==> config.mk <==
export PLATFORM = sky130hd
export DESIGN_NAME = evicting_fifo_running_average_top
export DESIGN_NICKNAME = d
export VERILOG_FILES = /design/src/rtl/efra_pkg.sv /design/src/rtl/evicting_fifo_running_average_top.sv
export SDC_FILE = /design/constraint.sdc
export NUM_CORES = 1
export LEC_CHECK = 0
export ABC_AREA = 1
export BUFFER_PORTS_ARGS = -buffer_cell sky130_fd_sc_hd__buf_2
export CAP_MARGIN = 25
export CORE_MARGIN = 2
export CORE_UTILIZATION = 35
export CTS_CLUSTER_SIZE = 20
export DETAILED_ROUTE_END_ITERATION = 8
export GPL_TIMING_DRIVEN = 0
export PLACE_DENSITY = 0.6
export RECOVER_POWER = 25
export SETUP_SLACK_MARGIN = 0.5
export SLEW_MARGIN = 20
export SYNTH_ARGS = -nofsm -noshare
export SYNTH_HDL_FRONTEND = slang
export SYNTH_SLANG_ARGS = --single-unit
==> constraint.sdc <==
create_clock -name i_clk -period 9.1 [get_ports i_clk]
set_input_delay 1.365 -clock i_clk [delete_from_list [all_inputs] [get_ports i_clk]]
set_output_delay 1.365 -clock i_clk [all_outputs]
set_load 0.01 [all_outputs]
==> src/rtl/efra_pkg.sv <==
`timescale 1ns / 1ps
`default_nettype none
// ----------------------------------------------------------------------------
// Drop-oldest FIFO with running mean: shared definitions
// Request and status codes, field widths and the default queue depth.
// ----------------------------------------------------------------------------
package efra_pkg;

    localparam int QueueDepthDefault = 5;

    localparam int TagW    = 16;
    localparam int HeightW = 8;
    localparam int StatusW = 2;

    // Request kinds carried in the input tuser.
    localparam logic REQ_INSERT = 1'b0;
    localparam logic REQ_REMOVE = 1'b1;

    // Result status carried in the output tuser.
    localparam logic [StatusW-1:0] STAT_INSERT_DONE  = 2'd0;
    localparam logic [StatusW-1:0] STAT_REMOVE_DONE  = 2'd1;
    localparam logic [StatusW-1:0] STAT_REMOVE_EMPTY = 2'd2;

    typedef struct packed {
        logic [HeightW-1:0] height;
        logic [TagW-1:0]    tag;
    } t_entry;

endpackage
`default_nettype wire

==> src/rtl/evicting_fifo_running_average_top.sv <==
`timescale 1ns / 1ps
`default_nettype none
// ----------------------------------------------------------------------------
// Drop-oldest FIFO with running mean height
// Circular store of tagged heights in a synchronous memory; an insert on a
// full store evicts the oldest entry and answers with the rounded mean.
// ----------------------------------------------------------------------------
// Channel  Dir  Handshake               Payload
// s        in   i_s_tvalid/o_s_tready   tuser: req_type; tdata: tag, height
// m        out  o_m_tvalid/i_m_tready   tuser: status; tdata: mean, tag, height
//
// One item is worked on at a time. A remove passes the read, evaluate and
// done states and loads its result in done; an insert also runs the
// bit-serial mean divider (one quotient bit per cycle) after evaluate. The
// next item can be accepted in the cycle after the load. The memory read of
// the head entry is registered. Reset is synchronous and active low and
// empties the queue. A finished result waits in the output register while the
// next item is accepted; a stalled output holds the block in its final step.
// ----------------------------------------------------------------------------
module evicting_fifo_running_average_top
    import efra_pkg::*;
#(
    parameter int QUEUE_DEPTH = QueueDepthDefault
) (
    input  wire         i_clk,
    input  wire         i_rst_n,
    input  wire         i_s_tvalid,
    output logic        o_s_tready,
    input  wire  [23:0] i_s_tdata,   // [15:0] element_tag, [23:16] element_height
    input  wire  [0:0]  i_s_tuser,   // [0] req_type
    output logic        o_m_tvalid,
    input  wire         i_m_tready,
    output logic [31:0] o_m_tdata,   // [7:0] mean_height, [23:8] removed_tag,
                                     // [31:24] removed_height
    output logic [1:0]  o_m_tuser    // [1:0] status
);

    localparam int W_IDX  = (QUEUE_DEPTH > 1) ? $clog2(QUEUE_DEPTH) : 1;
    localparam int W_CNT  = $clog2(QUEUE_DEPTH + 1);
    localparam int W_SUM  = HeightW + W_CNT;
    localparam int W_DIV  = W_SUM + 2;
    localparam int W_SLOT = W_IDX + 2;
    localparam int QBITS  = HeightW;

    localparam logic [2:0] S_IDLE = 3'd0;
    localparam logic [2:0] S_READ = 3'd1;
    localparam logic [2:0] S_EVAL = 3'd2;
    localparam logic [2:0] S_DIV  = 3'd3;
    localparam logic [2:0] S_DONE = 3'd4;

    t_entry r_mem [0:QUEUE_DEPTH-1];
    t_entry r_rd;

    logic [2:0]         r_state, n_state;
    logic               r_req, n_req;
    logic [TagW-1:0]    r_tag_in, n_tag_in;
    logic [HeightW-1:0] r_hgt_in, n_hgt_in;
    logic [W_IDX-1:0]   r_head, n_head;
    logic [W_CNT-1:0]   r_count, n_count;
    logic [W_SUM-1:0]   r_sum, n_sum;
    logic [W_DIV-1:0]   r_rem, n_rem;
    logic [W_DIV-1:0]   r_trial, n_trial;
    logic [QBITS-1:0]   r_quot, n_quot;
    logic [2:0]         r_step, n_step;
    logic [StatusW-1:0] r_status, n_status;
    logic [TagW-1:0]    r_rm_tag, n_rm_tag;
    logic [HeightW-1:0] r_rm_hgt, n_rm_hgt;
    logic               r_out_valid, n_out_valid;
    logic [31:0]        r_out_data, n_out_data;
    logic [1:0]         r_out_user, n_out_user;

    logic               mem_we;
    logic [W_IDX-1:0]   mem_waddr;
    t_entry             mem_wdata;

    logic               w_full;
    logic [W_IDX-1:0]   w_head_inc;
    logic [W_SLOT-1:0]  w_slot_raw;
    logic [W_IDX-1:0]   w_tail;
    logic [W_CNT-1:0]   w_ins_count;
    logic [W_SUM-1:0]   w_ins_sum;
    logic [W_DIV-1:0]   w_trial_sub;
    logic               w_out_free;

    assign o_s_tready = (r_state == S_IDLE);
    assign o_m_tvalid = r_out_valid;
    assign o_m_tdata  = r_out_data;
    assign o_m_tuser  = r_out_user;

    assign w_full     = (r_count == W_CNT'(QUEUE_DEPTH));
    assign w_head_inc = (r_head == W_IDX'(QUEUE_DEPTH - 1)) ? '0 : r_head + 1'b1;
    assign w_slot_raw = W_SLOT'(r_head) + W_SLOT'(r_count);
    // On a full store the new entry lands in the evicted head slot.
    assign w_tail     = w_full ? r_head :
                        (w_slot_raw >= W_SLOT'(QUEUE_DEPTH)) ?
                        W_IDX'(w_slot_raw - W_SLOT'(QUEUE_DEPTH)) : W_IDX'(w_slot_raw);
    assign w_ins_count = w_full ? r_count : r_count + 1'b1;
    assign w_ins_sum   = r_sum - (w_full ? W_SUM'(r_rd.height) : '0) + W_SUM'(r_hgt_in);
    assign w_trial_sub = r_rem - r_trial;
    assign w_out_free  = !r_out_valid || i_m_tready;

    // The head is read only after the previous item's write has landed, so
    // no forwarding is needed around the memory.
    always_ff @(posedge i_clk) begin
        if (mem_we) begin
            r_mem[mem_waddr] <= mem_wdata;
        end
        r_rd <= r_mem[r_head];
    end

    always_comb begin
        n_state     = r_state;
        n_req       = r_req;
        n_tag_in    = r_tag_in;
        n_hgt_in    = r_hgt_in;
        n_head      = r_head;
        n_count     = r_count;
        n_sum       = r_sum;
        n_rem       = r_rem;
        n_trial     = r_trial;
        n_quot      = r_quot;
        n_step      = r_step;
        n_status    = r_status;
        n_rm_tag    = r_rm_tag;
        n_rm_hgt    = r_rm_hgt;
        n_out_valid = r_out_valid;
        n_out_data  = r_out_data;
        n_out_user  = r_out_user;
        mem_we      = 1'b0;
        mem_waddr   = w_tail;
        mem_wdata   = '{height: r_hgt_in, tag: r_tag_in};

        if (r_out_valid && i_m_tready) begin
            n_out_valid = 1'b0;
        end

        case (r_state)
            S_IDLE: begin
                if (i_s_tvalid) begin
                    n_req    = i_s_tuser[0];
                    n_tag_in = i_s_tdata[TagW-1:0];
                    n_hgt_in = i_s_tdata[TagW+HeightW-1:TagW];
                    n_state  = S_READ;
                end
            end
            S_READ: begin
                n_state = S_EVAL;
            end
            S_EVAL: begin
                n_quot   = '0;
                n_rm_tag = '0;
                n_rm_hgt = '0;
                if (r_req == REQ_REMOVE) begin
                    if (r_count == '0) begin
                        n_status = STAT_REMOVE_EMPTY;
                    end else begin
                        n_status = STAT_REMOVE_DONE;
                        n_rm_tag = r_rd.tag;
                        n_rm_hgt = r_rd.height;
                        n_sum    = r_sum - W_SUM'(r_rd.height);
                        n_head   = w_head_inc;
                        n_count  = r_count - 1'b1;
                    end
                    n_state = S_DONE;
                end else begin
                    mem_we   = 1'b1;
                    n_status = STAT_INSERT_DONE;
                    n_count  = w_ins_count;
                    n_sum    = w_ins_sum;
                    if (w_full) begin
                        n_head = w_head_inc;
                    end
                    // Mean rounded half up: (2*sum + count) / (2*count).
                    n_rem   = (W_DIV'(w_ins_sum) << 1) + W_DIV'(w_ins_count);
                    n_trial = W_DIV'(w_ins_count) << (QBITS);
                    n_step  = '0;
                    n_state = S_DIV;
                end
            end
            S_DIV: begin
                if (r_rem >= r_trial) begin
                    n_rem  = w_trial_sub;
                    n_quot = {r_quot[QBITS-2:0], 1'b1};
                end else begin
                    n_quot = {r_quot[QBITS-2:0], 1'b0};
                end
                n_trial = r_trial >> 1;
                n_step  = r_step + 1'b1;
                if (r_step == 3'(QBITS - 1)) begin
                    n_state = S_DONE;
                end
            end
            S_DONE: begin
                if (w_out_free) begin
                    n_out_valid = 1'b1;
                    n_out_data  = {r_rm_hgt, r_rm_tag, r_quot};
                    n_out_user  = r_status;
                    n_state     = S_IDLE;
                end
            end
            default: begin
                n_state = S_IDLE;
            end
        endcase
    end

    always_ff @(posedge i_clk) begin
        if (!i_rst_n) begin
            r_state     <= S_IDLE;
            r_head      <= '0;
            r_count     <= '0;
            r_sum       <= '0;
            r_out_valid <= 1'b0;
        end else begin
            r_state     <= n_state;
            r_head      <= n_head;
            r_count     <= n_count;
            r_sum       <= n_sum;
            r_out_valid <= n_out_valid;
        end
    end

    always_ff @(posedge i_clk) begin
        r_req      <= n_req;
        r_tag_in   <= n_tag_in;
        r_hgt_in   <= n_hgt_in;
        r_rem      <= n_rem;
        r_trial    <= n_trial;
        r_quot     <= n_quot;
        r_step     <= n_step;
        r_status   <= n_status;
        r_rm_tag   <= n_rm_tag;
        r_rm_hgt   <= n_rm_hgt;
        r_out_data <= n_out_data;
        r_out_user <= n_out_user;
    end

endmodule
`default_nettype wire
# ---- Word level (Yosys, flattened, before mapping)
# Memory sizes are Yosys's and may differ from the RTL's. A register that Yosys moved wholly into a read port is not among the register bits.
# Cells that the tools add are included.
dict set report totals {
  inputBits 29
  regBits 143
  latch_bits 0
  ramBits 120
  memories 1
  romBits 0
}
dict set report op_classes {
  eq_ne 13
  reduce_logical 15
  div_mod_pow 0
  n_shift 0
  order_cmp 2
  muxes 34
  bitwise_logic 1
  n_addsub 11
  n_mul 0
}
# memory words word_bits read_ports rd_clocked_by_memory_dff wr line_no
set mem_list {}
lappend mem_list {r_mem 5 24 1 1 1 evicting_fifo_running_average_top.sv:51} ;# t_entry r_mem [0:QUEUE_DEPTH-1];
# operator count
set op_table {}
lappend op_table {{$pmux W13 S2} 2}
lappend op_table {{$mux W3} 14}
lappend op_table {{$mux W13} 3}
lappend op_table {{$mux W11} 2}
lappend op_table {{$sub A11 B8 Y11} 2}
lappend op_table {{$pmux W8 S2} 1}
lappend op_table {{$pmux W3 S5} 1}
lappend op_table {{$add A12 B3 Y13} 1}
lappend op_table {{$ge A13 B13 Y1} 1}
lappend op_table {{$sub A13 B13 Y13} 1}
lappend op_table {{$eq A3 B3 Y1 const B} 4}
lappend op_table {{$ne A2 B2 Y1 const B} 6}
lappend op_table {{$add A11 B8 Y11} 1}
lappend op_table {{$add A3 B1 Y3 const B} 3}
lappend op_table {{$reduce_and A3 Y1} 3}
lappend op_table {{$mux W1} 8}
lappend op_table {{$mux W8} 1}
lappend op_table {{$reduce_and A2 Y1} 4}
lappend op_table {{$eq A3 B2 Y1 const B} 2}
lappend op_table {{$logic_not A3 Y1} 2}
lappend op_table {{$pmux W3 S2} 1}
lappend op_table {{$add A3 B3 Y4} 1}
lappend op_table {{$ge A4 B3 Y1 const B} 1}
lappend op_table {{$reduce_bool A2 Y1} 2}
lappend op_table {{other kinds (9)} 9}

# ---- Logic depth before layout (Yosys ltp)
dict set report logic_depth {
  depth_word 7
  depth_mapped 22
}

# ---- Least setup slack after synthesis
# OpenSTA, ideal clock, no wires.
dict set report synth_path {
  path_type {register to register}
  from {reg r_count[1]}
  to {reg r_rem[11] (data pin)}
  stages_incl_launch_ff 19
  required_time_ps 8844
  setup_time_ps 256
  slack_ps 5367
  arrival_ps 3477
  path_cell_list {dfxtp_1 inv_1 ha_1 nand2_1 clkbuf_1 nor2_1 fa_1 inv_1 fa_1 inv_1 fa_1 nor2_4 nand3_2 nor2_4 nand3_4 nor2_4 nand3_1 nand3_1 nand2_1}
}
dict set report synth_between {
  elab_chain_len 7
  elab_cells_between_ends 9
}
# element line_no
set synth_lines {}
lappend synth_lines {{from (decl)} evicting_fifo_running_average_top.sv:59} ;# logic [W_CNT-1:0] r_count, n_count;
lappend synth_lines {{from (signal assigned)} evicting_fifo_running_average_top.sv:217} ;# r_count <= n_count;
lappend synth_lines {{$eq A3 B3 Y1} evicting_fifo_running_average_top.sv:90} ;# assign w_full = (r_count == W_CNT'(QUEUE_DEPTH));
lappend synth_lines {{$mux W8} evicting_fifo_running_average_top.sv:98} ;# assign w_ins_sum = r_sum - (w_full ? W_SUM'(r_rd.height) : '0) + W_SUM'(r_hgt_in);
lappend synth_lines {{$sub A11 B8 Y11} evicting_fifo_running_average_top.sv:98}
lappend synth_lines {{$add A11 B8 Y11} evicting_fifo_running_average_top.sv:98}
lappend synth_lines {{$add A12 B3 Y13 (*)} evicting_fifo_running_average_top.sv:174} ;# n_rem = (W_DIV'(w_ins_sum) << 1) + W_DIV'(w_ins_count);
lappend synth_lines {{$mux W13 (*)} evicting_fifo_running_average_top.sv:153} ;# if (r_req == REQ_REMOVE) begin
lappend synth_lines {{$pmux W13 S2 (*)} evicting_fifo_running_average_top.sv:137} ;# case (r_state)
lappend synth_lines {{via n_rem[11]} evicting_fifo_running_average_top.sv:61} ;# logic [W_DIV-1:0] r_rem, n_rem;
lappend synth_lines {{to (signal assigned)} evicting_fifo_running_average_top.sv:227} ;# r_rem <= n_rem;
lappend synth_lines {{to (decl)} evicting_fifo_running_average_top.sv:61}
# Mark *: on every way through the listed nets, which the timed path passes. The rest lies on a longest branch. The select of a mux whose other input is x is not followed.
# A chain may end at the register's enable or synchronous reset.

# ---- Worst setup path in the final report
# Same ends and word-level chain as after synthesis.

==> impl_metrics.xml <==
<?xml version="1.0" encoding="UTF-8"?>
<metrics>
  <group name="layout">
    <metric name="synthToLayoutAreaGrowth" unit="%">16.6</metric>
    <metric name="final_util" unit="%">41.5</metric>
    <metric name="final_cell_area" unit="um2">14800</metric>
    <metric name="nFillCells" unit="">3373</metric>
    <metric name="antenna_cells" unit="">0</metric>
    <metric name="finish.net_count" unit="">1363</metric>
    <metric name="layout-drive-gt1-share" unit="%">12.6</metric>
    <metric name="final_cell_count_no_fill" unit="">1760</metric>
  </group>
  <group name="grt">
    <metric name="grt_max_degree" unit="">29</metric>
    <metric name="globalRoute.totalOverflow" unit="">0</metric>
    <metric name="grt_pass1_wl" unit="mm">44.1</metric>
    <metric name="global_route.usage.total" unit="%">14.6</metric>
    <metric name="first_global_vias" unit="">8211</metric>
    <metric name="antenna_found_initial" unit="">1</metric>
  </group>
  <group name="setup_path">
    <metric name="cpPeakStageDelay" unit="ns">0.60</metric>
    <metric name="logic_depth_of_the_worst_path_buffers_included" unit="">18</metric>
    <metric name="critical_path.cell_chain" unit="">inv_1 &gt; ha_1 &gt; nand2_1 &gt; clkbuf_1 &gt; nor2_1 &gt; fa_1 &gt; inv_1 &gt; fa_1 &gt; inv_1 &gt; fa_1 &gt; nor2_4 &gt; nand3_2 &gt; nor2_4 &gt; nand3_4 &gt; nor2_4 &gt; nand3_1 &gt; nand3_1 &gt; nand2_1</metric>
    <metric name="crit_path_max_fanout" unit="">10</metric>
    <metric name="timing.reg2reg.worst_path_depth" unit="">18</metric>
    <metric name="timing.critical_path.max_delay_family" unit="">adder cells</metric>
    <metric name="critical_path.startpoint_type" unit="">register</metric>
    <metric name="worstSetupPathType" unit="">register to register</metric>
    <metric name="crit_path_end_kind" unit="">register</metric>
    <metric name="crit_required" unit="ns">9.42</metric>
    <metric name="critical_path_arrival" unit="ns">4.61</metric>
    <metric name="crit_slowest_cell" unit="">sky130_fd_sc_hd__fa_1</metric>
    <metric name="cp_num_buf_inv" unit="">4</metric>
  </group>
  <group name="route">
    <metric name="detail_route.iter0.violations" unit="">691</metric>
    <metric name="via_per_inst" unit="">4.77</metric>
    <metric name="routed_wirelength" unit="mm">27.0</metric>
    <metric name="drt_pass_1_iters" unit="">8</metric>
    <metric name="routed_wire_length_per_instance" unit="um">15.3</metric>
    <metric name="postRouteAntennaNets" unit="">0</metric>
    <metric name="detailroute.via_count" unit="">8395</metric>
    <metric name="route.detailed.drc" unit="">0</metric>
  </group>
  <group name="logic_synthesis">
    <metric name="synthesis.area_per_instance" unit="um2">10.8</metric>
    <metric name="synth.top_cells.by_count" unit="">sky130_fd_sc_hd__edfxtp_1, sky130_fd_sc_hd__nor2_1, sky130_fd_sc_hd__inv_1</metric>
    <metric name="synth_area_leader_cell" unit="">sky130_fd_sc_hd__edfxtp_1</metric>
    <metric name="netlist_area" unit="um2">12700</metric>
    <metric name="yosysWarnings" unit="">0</metric>
    <metric name="synth_async_sr_flop_share" unit="%">0</metric>
    <metric name="post_synth_main_area_contributors" unit="">sky130_fd_sc_hd__edfxtp_1, sky130_fd_sc_hd__dfxtp_1, sky130_fd_sc_hd__nor2_1, sky130_fd_sc_hd__ha_1, sky130_fd_sc_hd__inv_1</metric>
    <metric name="synth_enable_flop_cells" unit="">240</metric>
    <metric name="synthMostInstantiatedCell" unit="">sky130_fd_sc_hd__edfxtp_1</metric>
    <metric name="synth_top_cell_area_share" unit="%">56.8</metric>
    <metric name="synth-main-ff-cell" unit="">sky130_fd_sc_hd__edfxtp_1</metric>
    <metric name="synth-seq-area-share" unit="%">63.9</metric>
    <metric name="syn_nets" unit="">1260</metric>
    <metric name="synth_instances" unit="">1173</metric>
    <metric name="netlist-cell-type-count" unit="">40</metric>
    <metric name="synth-seq-cells" unit="">285</metric>
  </group>
  <group name="clock_network">
    <metric name="cts-resized-gates" unit="">0</metric>
    <metric name="ctsRootBufferMaster" unit="">sky130_fd_sc_hd__clkbuf_16</metric>
    <metric name="clk_pin_slew" unit="ns">0.07</metric>
    <metric name="cts_sinks" unit="">285</metric>
    <metric name="number_of_buffers_inserted_by_hold_repair_at_cts" unit="">0</metric>
    <metric name="maximum_root_to_sink_buffer_count" unit="">3</metric>
    <metric name="cts_setup_buffers" unit="">0</metric>
    <metric name="insertion_delay" unit="ns">0.57</metric>
    <metric name="cts_tree" unit="">yes</metric>
    <metric name="cts_max_level" unit="">1</metric>
    <metric name="cts-buffers-inserted" unit="">29</metric>
  </group>
  <group name="min_path">
    <metric name="worstHoldPathType" unit="">register to register</metric>
    <metric name="holdPathStages" unit="">0</metric>
  </group>
  <group name="floorplan">
    <metric name="initial_utilization" unit="%">35.6</metric>
    <metric name="die_area" unit="um2">37800</metric>
    <metric name="design.core.area" unit="um2">35700</metric>
    <metric name="dieWidth" unit="um">194</metric>
    <metric name="placementRows" unit="">69</metric>
    <metric name="die_y" unit="um">194</metric>
    <metric name="io_pins" unit="">65</metric>
  </group>
  <group name="status">
    <metric name="result_of_the_run" unit="">finished, final reports clean</metric>
  </group>
  <group name="pwr">
    <metric name="cellPowerDensity" unit="nW/um2">281</metric>
    <metric name="share_comb_of_total_power" unit="%">27.6</metric>
    <metric name="power_report.internal_total" unit="mW">2.80</metric>
    <metric name="power.switching_fraction" unit="%">32.8</metric>
    <metric name="p_clk_share" unit="%">29.7</metric>
    <metric name="report.power.total" unit="mW">4.16</metric>
    <metric name="netSwitchingPower" unit="mW">1.36</metric>
    <metric name="ir_drop" unit="mV">0.177</metric>
    <metric name="power.static_leakage" unit="nW">5.91</metric>
    <metric name="pwr-share-seq" unit="%">42.7</metric>
  </group>
  <group name="sta">
    <metric name="final.hold.worst_slack" unit="ns">0.412</metric>
    <metric name="finalMaxSlewViolations" unit="">0</metric>
    <metric name="fin_skew" unit="ns">0.0150</metric>
    <metric name="clock.fmax" unit="GHz">0.233</metric>
    <metric name="worst_slew_margin_rel" unit="%">53.8</metric>
    <metric name="setup-tns-final" unit="ns">0</metric>
    <metric name="setup_viol" unit="">0</metric>
    <metric name="timing.final.ws_setup" unit="ns">4.81</metric>
    <metric name="post-route-period-util" unit="%">47.1</metric>
    <metric name="least_margin_pin_slew" unit="ns">0.691</metric>
    <metric name="rsz0062_at_grt" unit="">false</metric>
    <metric name="period_needed" unit="ns">4.29</metric>
    <metric name="hold_violations" unit="">0</metric>
  </group>
  <group name="placement">
    <metric name="postPlaceCellArea" unit="um2">13800</metric>
    <metric name="numPortBuffers" unit="">63</metric>
    <metric name="place_worst_setup_slack" unit="ns">4.81</metric>
    <metric name="routabilityCongestion" unit="">0.864</metric>
    <metric name="place_inst" unit="">1706</metric>
    <metric name="detailedPlacementHpwl" unit="mm">19.6</metric>
  </group>
  <group name="flow_run">
    <metric name="max-cap-violations" unit="">0</metric>
  </group>
</metrics>
-- power groups by stage --
stage / combinational (mW) / sequential, mW / clock [mW]
3_5_place_dp: 1.15 / 1.81 / 0
4_1_cts: 1.16 / 1.78 / 1.27
5_1_grt: 1.31 / 1.80 / 1.32
6_report: 1.15 / 1.78 / 1.24
3_3_place_gp: 1.11 / 1.81 / 0
2_1_floorplan: 0.818 / 1.79 / 0
-- metal layers --
layer | vias up | wire length (um) | GRT usage (%) | part of all wire, %
li1 | 4180 | - | - | -
met3 | 45 | 1770 | 2.95 | 6.6
met4 | 2 | 531 | 4.13 | 2.0
met1 | 3942 | 12900 | 20.6 | 48
met2 | 226 | 11800 | 22.8 | 44
met5 | - | 11 | 0 | 0.041
-- final cells by class --
cell class / count / area (um2) / area share, %
inverters: 154 / 578 / 3.91
well taps: 461 / 577 / 3.90
repair buffers: 72 / 483 / 3.26
plain buffers: 37 / 168 / 1.13
clock inverters: 18 / 244 / 1.65
flip-flops and latches: 285 / 8110 / 54.8
clock buffers: 36 / 752 / 5.08
multi-input cells: 697 / 3890 / 26.3
-- path summary, 6_finish.rpt --
check | startpoint | end | slack, ns
setup / recovery | r_count[1]$_SDFFE_PN0P_ | r_rem[11]$_DFFE_PP_ | 4.81
hold / removal | r_rm_tag[14]$_SDFFCE_PP0P_ | o_m_tdata[22]$_DFFE_PP_ | 0.41
setup reg to reg | r_count[1]$_SDFFE_PN0P_ | r_rem[11]$_DFFE_PP_ | 4.81
hold reg to reg | r_rm_tag[14]$_SDFFCE_PP0P_ | o_m_tdata[22]$_DFFE_PP_ | 0.41
-- flip-flops by register name, indices dropped and copies added, names as in the netlist, 3 cells and up --
| register | flops |
|---|---|
| r_mem | 120 |
| o_m_tdata | 32 |
| r_rd | 24 |
| r_rm_tag | 16 |
| r_tag_in | 16 |
| r_rem | 13 |
| r_sum | 11 |
| r_trial | 11 |
| r_hgt_in | 8 |
| r_quot | 8 |
| r_rm_hgt | 8 |
| r_count | 3 |
| r_head | 3 |
| r_state | 3 |
| r_step | 3 |
-- cells by family (layout without fill, tap and decap cells) --
family | Yosys count | in the layout | synth area share [%]
and+or+nand+nor | 440 | 440 | 14.8
DFF | 285 | 285 | 63.9
buffers and inverters | 191 | 317 | 5.88
AOI/OAI and AO/OA | 188 | 188 | 8.29
adders and majority gates | 58 | 58 | 6.43
xor gates and xnor gates | 11 | 11 | 0.759
-- layout by cell type, fill, tap and decap left out, drive strengths merged, types with 46 or more instances in the layout --
cell type	instances
a21oi	47
inv	157
ha	46
edfxtp	240
o21ai	91
buf	86
nor2	231
clkbuf	59
nand2	143
No activity file was read; power rests on OpenSTA's default activity.
